--- config.mk ---
export PLATFORM = sky130hd
export DESIGN_NAME = scrolling_block_window_tracker_unit
export DESIGN_NICKNAME = d
export VERILOG_FILES = /design/src/rtl/sbwt_pkg.sv /design/src/rtl/sbwt_queue.sv /design/src/rtl/sbwt_front.sv /design/src/rtl/sbwt_back.sv /design/src/rtl/scrolling_block_window_tracker_unit.sv
export VERILOG_INCLUDE_DIRS = /design/src /design/src/rtl
export SDC_FILE = /design/constraint.sdc
export NUM_CORES = 1
export LEC_CHECK = 0
export BUFFER_PORTS_ARGS = -buffer_cell sky130_fd_sc_hd__buf_4
export CAP_MARGIN = 20
export CELL_PAD_IN_SITES_DETAIL_PLACEMENT = 0
export CELL_PAD_IN_SITES_GLOBAL_PLACEMENT = 1
export CORE_ASPECT_RATIO = 1.1
export CORE_MARGIN = 4
export CORE_UTILIZATION = 39
export CTS_CLUSTER_SIZE = 28
export DETAILED_ROUTE_END_ITERATION = 8
export HOLD_SLACK_MARGIN = 0.15
export PLACE_DENSITY = 0.75
export SYNTH_ARGS = -nofsm -noshare
export SYNTH_HDL_FRONTEND = slang
export SYNTH_SLANG_ARGS = --single-unit
--- constraint.sdc ---
create_clock -name clk -period 9.6 [get_ports clk]
set_clock_uncertainty 0.15 [all_clocks]
set_input_delay 1.92 -clock clk [delete_from_list [all_inputs] [get_ports clk]]
set_output_delay 1.92 -clock clk [all_outputs]
set_load 0.05 [all_outputs]
--- src/rtl/assert_macros.svh ---
// ----------------------------------------------------------------------------
// Assertion macros shared by the window tracker RTL
// Each macro places one labeled concurrent check on clk, disabled during rst.
// ----------------------------------------------------------------------------
`ifndef ASSERT_MACROS_SVH
`define ASSERT_MACROS_SVH

// Check cons in the same cycle as ante.
`define SBWT_ASSERT_NOW(label, ante, cons) \
  label: assert property (@(posedge clk) disable iff (rst) (ante) |-> (cons)) \
    else $error("window tracker check failed");

// Check cons in the cycle after ante.
`define SBWT_ASSERT_NEXT(label, ante, cons) \
  label: assert property (@(posedge clk) disable iff (rst) (ante) |=> (cons)) \
    else $error("window tracker check failed");

`endif

--- src/rtl/sbwt_pkg.sv ---
// ----------------------------------------------------------------------------
// sbwt_pkg
// Operation codes, queue sizing and the command and status types passed
// between the front end, the command queue and the back end.
// ----------------------------------------------------------------------------
`timescale 1ns / 1ps
`default_nettype none

package sbwt_pkg;

  // Input operation codes
  localparam logic [1:0] OP_MOVE    = 2'd0;
  localparam logic [1:0] OP_SUSPEND = 2'd1;
  localparam logic [1:0] OP_UPDATE  = 2'd2;

  // Command queue between front and back
  localparam int QUEUE_DEPTH = 2;
  localparam int QPTR_W      = $clog2(QUEUE_DEPTH);
  localparam int QCNT_W      = $clog2(QUEUE_DEPTH + 1);

  // One update as classified by the front end
  typedef struct packed {
    logic               moved;    // unsuspended or moved with a position held
    logic               full;     // full recount of the window
    logic               refresh;  // margin test, shift only on a breach
    logic               focus;    // announce new focus
    logic signed [15:0] cam_x;
    logic signed [15:0] cam_y;
    logic signed [13:0] blk_x;    // window origin block for the camera
    logic signed [13:0] blk_y;
  } cmd_t;

  // Queue occupancy seen by both sides
  typedef struct packed {
    logic full;
    logic avail;
  } queue_status_t;

endpackage

`default_nettype wire

--- src/rtl/sbwt_queue.sv ---
// ----------------------------------------------------------------------------
// sbwt_queue
// Short command FIFO that decouples the front end from the back end.
// ----------------------------------------------------------------------------
`timescale 1ns / 1ps
`default_nettype none
`include "assert_macros.svh"

module sbwt_queue
  import sbwt_pkg::*;
(
  input  wire logic          clk,
  input  wire logic          rst,
  input  wire logic          push,
  input  wire cmd_t          wr_cmd,
  input  wire logic          pop,
  output cmd_t               rd_cmd,
  output queue_status_t      stat
);

  cmd_t              entries [QUEUE_DEPTH];
  logic [QPTR_W-1:0] wr_ptr;
  logic [QPTR_W-1:0] rd_ptr;
  logic [QCNT_W-1:0] count;

  // Status and head entry
  assign stat.full  = (count == QCNT_W'(QUEUE_DEPTH));
  assign stat.avail = (count != '0);
  assign rd_cmd     = entries[rd_ptr];

  // Advance pointers and occupancy
  always_ff @(posedge clk) begin
    if (rst) begin
      wr_ptr <= '0;
      rd_ptr <= '0;
      count  <= '0;
    end else begin
      if (push) begin
        wr_ptr <= (wr_ptr == QPTR_W'(QUEUE_DEPTH - 1)) ? '0 : wr_ptr + 1'b1;
      end
      if (pop) begin
        rd_ptr <= (rd_ptr == QPTR_W'(QUEUE_DEPTH - 1)) ? '0 : rd_ptr + 1'b1;
      end
      if (push && !pop) begin
        count <= count + 1'b1;
      end else if (pop && !push) begin
        count <= count - 1'b1;
      end
    end
  end

  // Store the pushed command
  always_ff @(posedge clk) begin
    if (push) begin
      entries[wr_ptr] <= wr_cmd;
    end
  end

  `SBWT_ASSERT_NOW(q_no_overflow, push, !stat.full)
  `SBWT_ASSERT_NOW(q_no_underflow, pop, stat.avail)

endmodule

`default_nettype wire

--- src/rtl/sbwt_front.sv ---
// ----------------------------------------------------------------------------
// sbwt_front
// Accepts input beats, tracks camera position and pending flags, and turns
// each update into a command for the back end.
// ----------------------------------------------------------------------------
`timescale 1ns / 1ps
`default_nettype none

module sbwt_front
  import sbwt_pkg::*;
#(
  parameter int BLOCK_TILES = 8,
  parameter int VIEW_TILES  = 15,
  parameter int PAD_TILES   = 2
) (
  input  wire logic               clk,
  input  wire logic               rst,
  input  wire logic               in_valid,
  output logic                    in_stall,
  input  wire logic [1:0]         operation,
  input  wire logic signed [15:0] tile_x,
  input  wire logic signed [15:0] tile_y,
  input  wire queue_status_t      q_stat,
  output logic                    push,
  output cmd_t                    cmd
);

  localparam int MARGIN = PAD_TILES + VIEW_TILES / 2;
  // Exact reciprocal for a 16-bit dividend and divisors from 2 up to 64
  localparam int DIV_SHIFT = 22;
  localparam int RECIP_W   = DIV_SHIFT;
  localparam int PROD_W    = 16 + RECIP_W;
  localparam logic [RECIP_W-1:0] RECIP =
    RECIP_W'(((64'd1 << DIV_SHIFT) + 64'(BLOCK_TILES) - 64'd1) / 64'(BLOCK_TILES));
  localparam logic signed [16:0] MARGIN_C = 17'(MARGIN);

  logic signed [15:0] cam_x;
  logic signed [15:0] cam_y;
  logic               has_position;
  logic               suspended;
  logic               pending_unsuspend;
  logic               pending_move;
  logic               pending_focus;
  // Magnitude and sign of camera tile minus margin, for the block divide
  logic [15:0]        tmag_x;
  logic [15:0]        tmag_y;
  logic               tneg_x;
  logic               tneg_y;

  logic               accept;
  logic               same_pos;
  logic signed [16:0] t_x;
  logic signed [16:0] t_y;
  logic [PROD_W-1:0]  prod_x;
  logic [PROD_W-1:0]  prod_y;
  logic [15:0]        qm_x;
  logic [15:0]        qm_y;
  logic               moved;

  assign in_stall = q_stat.full;
  assign accept   = in_valid && !q_stat.full;
  assign same_pos = has_position && (tile_x == cam_x) && (tile_y == cam_y);
  assign push     = accept && (operation == OP_UPDATE);

  // Offset the incoming tile by the margin
  assign t_x = 17'(tile_x) - MARGIN_C;
  assign t_y = 17'(tile_y) - MARGIN_C;

  // Divide magnitudes by the block size; negative side rounds one further down
  assign prod_x = PROD_W'(tmag_x) * PROD_W'(RECIP);
  assign prod_y = PROD_W'(tmag_y) * PROD_W'(RECIP);
  assign qm_x   = prod_x[DIV_SHIFT +: 16];
  assign qm_y   = prod_y[DIV_SHIFT +: 16];

  // Classify the update
  assign moved       = (pending_unsuspend || pending_move) && has_position;
  assign cmd.moved   = moved;
  assign cmd.full    = moved && pending_unsuspend;
  assign cmd.refresh = moved && !pending_unsuspend && !suspended;
  assign cmd.focus   = pending_focus;
  assign cmd.cam_x   = cam_x;
  assign cmd.cam_y   = cam_y;
  assign cmd.blk_x   = tneg_x ? signed'(~qm_x[13:0]) : signed'(qm_x[13:0]);
  assign cmd.blk_y   = tneg_y ? signed'(~qm_y[13:0]) : signed'(qm_y[13:0]);

  // Update camera state and pending flags
  always_ff @(posedge clk) begin
    if (rst) begin
      cam_x             <= '0;
      cam_y             <= '0;
      has_position      <= 1'b0;
      suspended         <= 1'b1;
      pending_unsuspend <= 1'b0;
      pending_move      <= 1'b0;
      pending_focus     <= 1'b0;
    end else if (accept) begin
      unique case (operation)
        OP_MOVE: begin
          if (!same_pos) begin
            if (suspended && !pending_unsuspend) begin
              suspended         <= 1'b0;
              pending_unsuspend <= 1'b1;
              pending_focus     <= 1'b1;
            end else begin
              pending_move <= 1'b1;
            end
            cam_x        <= tile_x;
            cam_y        <= tile_y;
            has_position <= 1'b1;
          end
        end
        OP_SUSPEND: begin
          has_position <= 1'b0;
          suspended    <= 1'b1;
        end
        OP_UPDATE: begin
          pending_unsuspend <= 1'b0;
          pending_move      <= 1'b0;
          pending_focus     <= 1'b0;
        end
        default: begin
        end
      endcase
    end
  end

  // Hold divide operands for the recorded position
  always_ff @(posedge clk) begin
    if (accept && (operation == OP_MOVE) && !same_pos) begin
      tneg_x <= t_x[16];
      tneg_y <= t_y[16];
      tmag_x <= t_x[16] ? 16'(-t_x) : t_x[15:0];
      tmag_y <= t_y[16] ? 16'(-t_y) : t_y[15:0];
    end
  end

endmodule

`default_nettype wire

--- src/rtl/sbwt_back.sv ---
// ----------------------------------------------------------------------------
// sbwt_back
// Executes update commands: margin test, window origin, sync map shift,
// and the registered result beat.
// ----------------------------------------------------------------------------
`timescale 1ns / 1ps
`default_nettype none
`include "assert_macros.svh"

module sbwt_back
  import sbwt_pkg::*;
#(
  parameter int BLOCK_TILES   = 8,
  parameter int VIEW_TILES    = 15,
  parameter int PAD_TILES     = 2,
  parameter int WINDOW_BLOCKS = 4
) (
  input  wire logic               clk,
  input  wire logic               rst,
  input  wire queue_status_t      q_stat,
  input  wire cmd_t               cmd,
  output logic                    pop,
  output logic                    out_valid,
  input  wire logic               out_stall,
  output logic                    camera_moved,
  output logic signed [15:0]      camera_x,
  output logic signed [15:0]      camera_y,
  output logic                    window_shifted,
  output logic signed [13:0]      origin_block_x,
  output logic signed [13:0]      origin_block_y,
  output logic [15:0]             fresh_cells,
  output logic                    focus_changed
);

  localparam int CELLS  = WINDOW_BLOCKS * WINDOW_BLOCKS;
  localparam int CELL_W = $clog2(CELLS);
  localparam int MARGIN = PAD_TILES + VIEW_TILES / 2;
  localparam int FX_W   = 14 + $clog2(BLOCK_TILES) + 1;
  localparam int CMP_W  = FX_W + 2;
  localparam logic signed [CMP_W-1:0] BT_C     = CMP_W'(BLOCK_TILES);
  localparam logic signed [CMP_W-1:0] SPAN_C   = CMP_W'(WINDOW_BLOCKS * BLOCK_TILES);
  localparam logic signed [CMP_W-1:0] MARGIN_C = CMP_W'(MARGIN);
  localparam logic signed [15:0]      WB_C     = 16'(WINDOW_BLOCKS);
  localparam logic [CELLS-1:0]        ALL_CELLS = '1;

  logic signed [13:0]      origin_bx;
  logic signed [13:0]      origin_by;
  logic [CELLS-1:0]        sync_map;

  logic signed [CMP_W-1:0] fx;
  logic signed [CMP_W-1:0] fy;
  logic signed [CMP_W-1:0] d_left;
  logic signed [CMP_W-1:0] d_top;
  logic signed [CMP_W-1:0] d_right;
  logic signed [CMP_W-1:0] d_bottom;
  logic                    breach;
  logic                    recount;
  logic signed [14:0]      dx;
  logic signed [14:0]      dy;
  logic [CELLS-1:0]        saved;
  logic [CELLS-1:0]        sync_work;
  logic [15:0]             fresh_bits;
  logic                    has_result;
  logic                    out_free;

  // Margin test against the current window edges
  always_comb begin
    fx       = CMP_W'(origin_bx) * BT_C;
    fy       = CMP_W'(origin_by) * BT_C;
    d_left   = CMP_W'(cmd.cam_x) - fx;
    d_top    = CMP_W'(cmd.cam_y) - fy;
    d_right  = fx + SPAN_C - CMP_W'(cmd.cam_x);
    d_bottom = fy + SPAN_C - CMP_W'(cmd.cam_y);
    breach   = (d_left < MARGIN_C) || (d_top < MARGIN_C) ||
               (d_right < MARGIN_C) || (d_bottom < MARGIN_C);
  end

  assign recount = cmd.full || (cmd.refresh && breach);
  assign dx      = 15'(cmd.blk_x) - 15'(origin_bx);
  assign dy      = 15'(cmd.blk_y) - 15'(origin_by);

  // Shift the sync map: each target cell pulls from its source cell
  always_comb begin
    saved = '0;
    for (int ty = 0; ty < WINDOW_BLOCKS; ty++) begin
      for (int tx = 0; tx < WINDOW_BLOCKS; tx++) begin
        logic signed [15:0] sx;
        logic signed [15:0] sy;
        logic               in_rng;
        logic [CELL_W-1:0]  src;
        sx     = 16'(tx) + 16'(dx);
        sy     = 16'(ty) + 16'(dy);
        in_rng = !sx[15] && (sx < WB_C) && !sy[15] && (sy < WB_C);
        src    = CELL_W'(sy * WB_C + sx);
        saved[CELL_W'(ty * WINDOW_BLOCKS + tx)] = in_rng ? sync_map[src] : 1'b0;
      end
    end
  end

  // Pick the map the report is taken from
  always_comb begin
    if (cmd.full) begin
      sync_work = '0;
    end else if (recount) begin
      sync_work = saved;
    end else begin
      sync_work = sync_map;
    end
  end

  // Report the low sixteen cells
  for (genvar i = 0; i < 16; i++) begin : g_fresh
    if (i < CELLS) begin : g_cell
      assign fresh_bits[i] = ~sync_work[i];
    end else begin : g_none
      assign fresh_bits[i] = 1'b0;
    end
  end

  // Take a command when its result, if any, has a free slot
  assign has_result = cmd.moved || recount || cmd.focus;
  assign out_free   = !out_valid || !out_stall;
  assign pop        = q_stat.avail && (!has_result || out_free);

  // Window state
  always_ff @(posedge clk) begin
    if (rst) begin
      origin_bx <= '0;
      origin_by <= '0;
      sync_map  <= '0;
    end else if (pop) begin
      if (recount) begin
        origin_bx <= cmd.blk_x;
        origin_by <= cmd.blk_y;
      end
      sync_map <= ALL_CELLS;
    end
  end

  // Output valid
  always_ff @(posedge clk) begin
    if (rst) begin
      out_valid <= 1'b0;
    end else if (pop && has_result) begin
      out_valid <= 1'b1;
    end else if (!out_stall) begin
      out_valid <= 1'b0;
    end
  end

  // Output payload
  always_ff @(posedge clk) begin
    if (pop && has_result) begin
      camera_moved   <= cmd.moved;
      camera_x       <= cmd.moved ? cmd.cam_x : '0;
      camera_y       <= cmd.moved ? cmd.cam_y : '0;
      window_shifted <= recount;
      origin_block_x <= recount ? cmd.blk_x : origin_bx;
      origin_block_y <= recount ? cmd.blk_y : origin_by;
      fresh_cells    <= fresh_bits;
      focus_changed  <= cmd.focus;
    end
  end

  `SBWT_ASSERT_NEXT(sync_full_after_pop, pop, sync_map == ALL_CELLS)
  `SBWT_ASSERT_NOW(cam_zero_when_still, out_valid && !camera_moved, camera_x == '0 && camera_y == '0)
  `SBWT_ASSERT_NEXT(shift_reported, pop && recount, out_valid && window_shifted)

endmodule

`default_nettype wire

--- src/rtl/scrolling_block_window_tracker_unit.sv ---
// ----------------------------------------------------------------------------
// scrolling_block_window_tracker_unit
// Tracks the camera tile and the square window of map blocks around it.
//
// Input channel (in_valid / in_stall): operation with tile_x / tile_y.
// Move records a position, suspend forgets it, update recomputes the window
// and may give one result beat on the output channel (out_valid /
// out_stall) with flags, window origin and a mask of unsynced cells.
// Result path: an update's command is written into the queue when its beat
// is accepted, and the back end loads the output register when it pops that
// command. Throughput: one item per cycle while in_stall is low, set by the
// front classify stage and the back execute stage.
// Reset: camera suspended with no position, window origin at block zero,
// every cell unsynced, queue empty.
// Receiver stall: the result register holds, the back end stops, the
// two-entry command queue fills, and then in_stall rises.
// ----------------------------------------------------------------------------
`timescale 1ns / 1ps
`default_nettype none

module scrolling_block_window_tracker_unit
  import sbwt_pkg::*;
#(
  parameter int BLOCK_TILES   = 8,
  parameter int VIEW_TILES    = 15,
  parameter int PAD_TILES     = 2,
  parameter int WINDOW_BLOCKS = 4
) (
  input  wire logic               clk,
  input  wire logic               rst,
  input  wire logic               in_valid,
  output logic                    in_stall,
  input  wire logic [1:0]         operation,
  input  wire logic signed [15:0] tile_x,
  input  wire logic signed [15:0] tile_y,
  output logic                    out_valid,
  input  wire logic               out_stall,
  output logic                    camera_moved,
  output logic signed [15:0]      camera_x,
  output logic signed [15:0]      camera_y,
  output logic                    window_shifted,
  output logic signed [13:0]      origin_block_x,
  output logic signed [13:0]      origin_block_y,
  output logic [15:0]             fresh_cells,
  output logic                    focus_changed
);

  queue_status_t q_stat;
  logic          push;
  logic          pop;
  cmd_t          wr_cmd;
  cmd_t          rd_cmd;

  // Front: accept and classify
  sbwt_front #(
    .BLOCK_TILES (BLOCK_TILES),
    .VIEW_TILES  (VIEW_TILES),
    .PAD_TILES   (PAD_TILES)
  ) u_front (
    .clk       (clk),
    .rst       (rst),
    .in_valid  (in_valid),
    .in_stall  (in_stall),
    .operation (operation),
    .tile_x    (tile_x),
    .tile_y    (tile_y),
    .q_stat    (q_stat),
    .push      (push),
    .cmd       (wr_cmd)
  );

  // Command queue
  sbwt_queue u_queue (
    .clk    (clk),
    .rst    (rst),
    .push   (push),
    .wr_cmd (wr_cmd),
    .pop    (pop),
    .rd_cmd (rd_cmd),
    .stat   (q_stat)
  );

  // Back: execute and report
  sbwt_back #(
    .BLOCK_TILES   (BLOCK_TILES),
    .VIEW_TILES    (VIEW_TILES),
    .PAD_TILES     (PAD_TILES),
    .WINDOW_BLOCKS (WINDOW_BLOCKS)
  ) u_back (
    .clk            (clk),
    .rst            (rst),
    .q_stat         (q_stat),
    .cmd            (rd_cmd),
    .pop            (pop),
    .out_valid      (out_valid),
    .out_stall      (out_stall),
    .camera_moved   (camera_moved),
    .camera_x       (camera_x),
    .camera_y       (camera_y),
    .window_shifted (window_shifted),
    .origin_block_x (origin_block_x),
    .origin_block_y (origin_block_y),
    .fresh_cells    (fresh_cells),
    .focus_changed  (focus_changed)
  );

endmodule

`default_nettype wire

==> flow_summary.json <==
{
  "outcome": "finished clean",
  "cts-resized-gates": 0,
  "async_reset_ff_share_pct": 0,
  "avgSynthCellArea_um2": 10.1,
  "track_usage_pct": 19.9,
  "synth_ff_type": "edfxtp_1",
  "final-hold-violation-count": 0,
  "fin_nets": 2105,
  "crit_slowest_cell": "nor2_4",
  "crit_path_start_kind": "flop",
  "period_share_pct": 78.5,
  "drt-total-wl_mm": 53.2,
  "ioPinCount": 119,
  "first_global_vias": 14146,
  "die_width_um": 219,
  "grt_pass1_wl_mm": 82.7,
  "grt_max_degree": 74,
  "maxCapViolations": 0,
  "hpwlAfterDp_mm": 40.6,
  "dpl.cell_count": 2561,
  "numClockSinks": 299,
  "port_buffers": 118,
  "syn_area_um2": 19000,
  "cts_buffer_depth": 3,
  "synth_fa_ha_area_share_pct": 7.98,
  "globalplace.congestion": 0.932,
  "route.detailed.wl_per_inst_um": 20.3,
  "synth_compound_area_share_pct": 14.6,
  "critPathTopFamily": "compound AO/OA/AOI/OAI gates",
  "p_per_area_nw_per_um2": 320,
  "fmax_mhz": 133,
  "clk_latency_ns": 0.58,
  "endpoint_kind": "flop",
  "synthSimpleGateAreaFrac_pct": 14.8,
  "arrival_ns": 7.64,
  "gr-total-overflow": 0,
  "cts_tree": "yes",
  "synthMuxAreaShare_pct": 7.58,
  "setup_viol": 0,
  "h-tree-depth": 1,
  "n_antenna_cell": 0,
  "critPathMaxStageDelay_ns": 0.86,
  "path_cells": "mux2i_1 > inv_1 > ha_1 > xor2_1 > or2_2 > nand2_1 > a41o_1 > or2_0 > a2111oi_0 > nor4b_1 > a41oi_2 > a31oi_4 > a21oi_1 > nor2_4 > buf_12",
  "cts_made_buffers": 30,
  "rsz0062_at_grt": "no",
  "yosysSeqAreaShare_pct": 43.5,
  "min_path_type": "flop to flop",
  "synth_area_leaders": "edfxtp_1 (36%), ha_1 (7.5%), dfxtp_1 (7.5%)",
  "ys_ff_latch": 299,
  "synthCells": 1875,
  "die-area_um2": 52400,
  "p_leak_nw": 7.92,
  "worstMarginPinSlew_ns": 1.03,
  "start_util_pct": 39.6,
  "finalSetupTns_ns": 0,
  "num-fill-cells": 4548,
  "clk_pin_slew_worst_paths_ns": 0.06,
  "hold_start": "u_back.origin_bx[2]",
  "ant_nets": 0,
  "clockRootBuffer": "clkbuf_16",
  "synth_xor_area_share_pct": 7.32,
  "path_class": "flop to flop",
  "core_area_um2": 48000,
  "drc": 0,
  "synth_top_cell_by_area": "edfxtp_1",
  "synth_edf_count": 228,
  "drt-initial-drc-count": 1031,
  "chipHeight_um": 240,
  "rows": 84,
  "min_period_ns": 7.53,
  "cts_hold_buf": 0,
  "synth_top_family_by_area": "simple AND/OR/NAND/NOR gates",
  "synthDominantCellAreaShare_pct": 36.0,
  "area_delta_synth_final_pct": 12.9,
  "whs_ns": 0.343,
  "crit_required_ns": 9.70,
  "antenna_found_initial": 0,
  "synth.net_count": 2031,
  "instances_no_fill": 2618,
  "slew_violations": 0,
  "vias": 14714,
  "synth_warnings": 0,
  "post_cts_buffers": 0,
  "ir_worst_vdd_uv": 128,
  "drive_gt1_share_pct": 13.6,
  "worstPathMaxFanout": 48,
  "synth_cell_type_count": 90,
  "drt-pass1-iter-count": 5,
  "viasPerCell": 5.62,
  "relSlewSlack_pct": 31.2,
  "crit_buf_inv": 2
}
Yosys cell counts (20+ instances only):
cell,instances
nand2b_1,24
a21oi_1,117
mux2_2,52
nand4_1,51
o21ai_0,77
mux2i_1,75
o31ai_1,40
nor4_1,21
ha_1,114
inv_1,105
nand3_1,41
nand2_1,96
nor2b_1,20
dfxtp_1,71
a21o_1,23
clkbuf_1,63
edfxtp_1,228
xnor2_1,90
nor3_1,43
xor2_1,69
nor2_1,164
kinds of logic (layout without fill, tap and decap cells):
kind of cell,count (synthesis),count (layout)
XOR/XNOR,159,159
multiplexers,134,134
buffers and inverters,195,293
AO/OA/AOI/OAI,418,418
adder cells (fa/ha/maj),119,119
flip-flops,299,299
AND/OR/NAND/NOR,551,551
worst reg2reg max path, stage by stage (launching register included):
cell and delay (ns):
dfxtp_4 0.83, mux2i_1 0.52, inv_1 0.09, ha_1 0.33, xor2_1 0.68, or2_2 0.25, nand2_1 0.07, a41o_1 0.29
or2_0 0.20, a2111oi_0 0.55, nor4b_1 0.50, a41oi_2 0.33, a31oi_4 0.85, a21oi_1 0.33, nor2_4 0.86, buf_12 0.32
sequential cells by signal, summed over array words and instances, names as in the netlist, 9 cells and up, named ones only:
register / cells
u_queue.entries: 128
u_back.camera_x: 16
u_back.camera_y: 16
u_front.cam_x: 16
u_front.cam_y: 16
u_back.origin_block_x: 14
u_back.origin_block_y: 14
u_back.origin_bx: 14
u_back.origin_by: 14
u_front.tmag_x: 13
u_front.tmag_y: 13
u_back.fresh_cells: 9
path summary, 6_finish.rpt:
check                                       endpoint  slack [ns]  depth (start not counted)
worst max-delay path            u_back.focus_changed        2.07                         15
worst min-delay path             u_back.origin_bx[2]        0.34                          2
worst max register to register  u_back.focus_changed        2.07                         15
worst min register to register   u_back.origin_bx[2]        0.34                          2
placed cells by master (no fill, tap or decap), types with 18 or more instances in the layout:
cell	instances
edfxtp_1	228
nor2_1	163
buf_4	129
a21oi_1	116
ha_1	114
inv_1	105
nand2_1	96
xnor2_1	90
o21ai_0	77
mux2i_1	74
dfxtp_1	70
xor2_1	69
mux2_2	52
nand4_1	51
nor3_1	43
nand3_1	41
o31ai_1	40
clkbuf_16	30
nand2b_1	24
a21o_1	23
nor4_1	21
a31oi_1	19
nor2b_1	18
routing by layer:
layer	vias up	routed length, µm	global-route usage (%)
met3	68	2040	1.57
met4	0	1130	4.67
li1	7108	-	-
met2	371	25000	32.4
met5	-	0	0
met1	7167	25100	28.9
where the power goes:
group | switching, mW | total (mW) | internal, mW
clock | 0.498 | 1.19 | 0.694
combinational | 2.48 | 3.82 | 1.34
sequential | 0.180 | 1.85 | 1.67
cell type report:
class	instances	area, µm²	area share [%]
Multi-Input combinational cell	1381	9990	46.5
Clock inverter	18	215	1.00
Tap cell	645	807	3.76
Clock buffer	38	791	3.68
Sequential cell	299	8270	38.5
Inverter	106	398	1.85
Timing Repair Buffer	131	993	4.63
per-stage QoR:
stage | instance area, µm² | utilization [%] | total power, mW | worst slack (ns)
floorplan | 19000 | - | 4.64 | 1.06
global placement | 20500 | 42.6 | 5.63 | 2.23
detailed placement | 20500 | 42.6 | 5.65 | 2.02
CTS | 21500 | 44.7 | 6.86 | 2.00
global route | 21500 | 44.7 | 7.31 | 1.54
finish | 21500 | 44.7 | 6.87 | 2.07
Note: power is estimated with default switching activity, not from simulation.
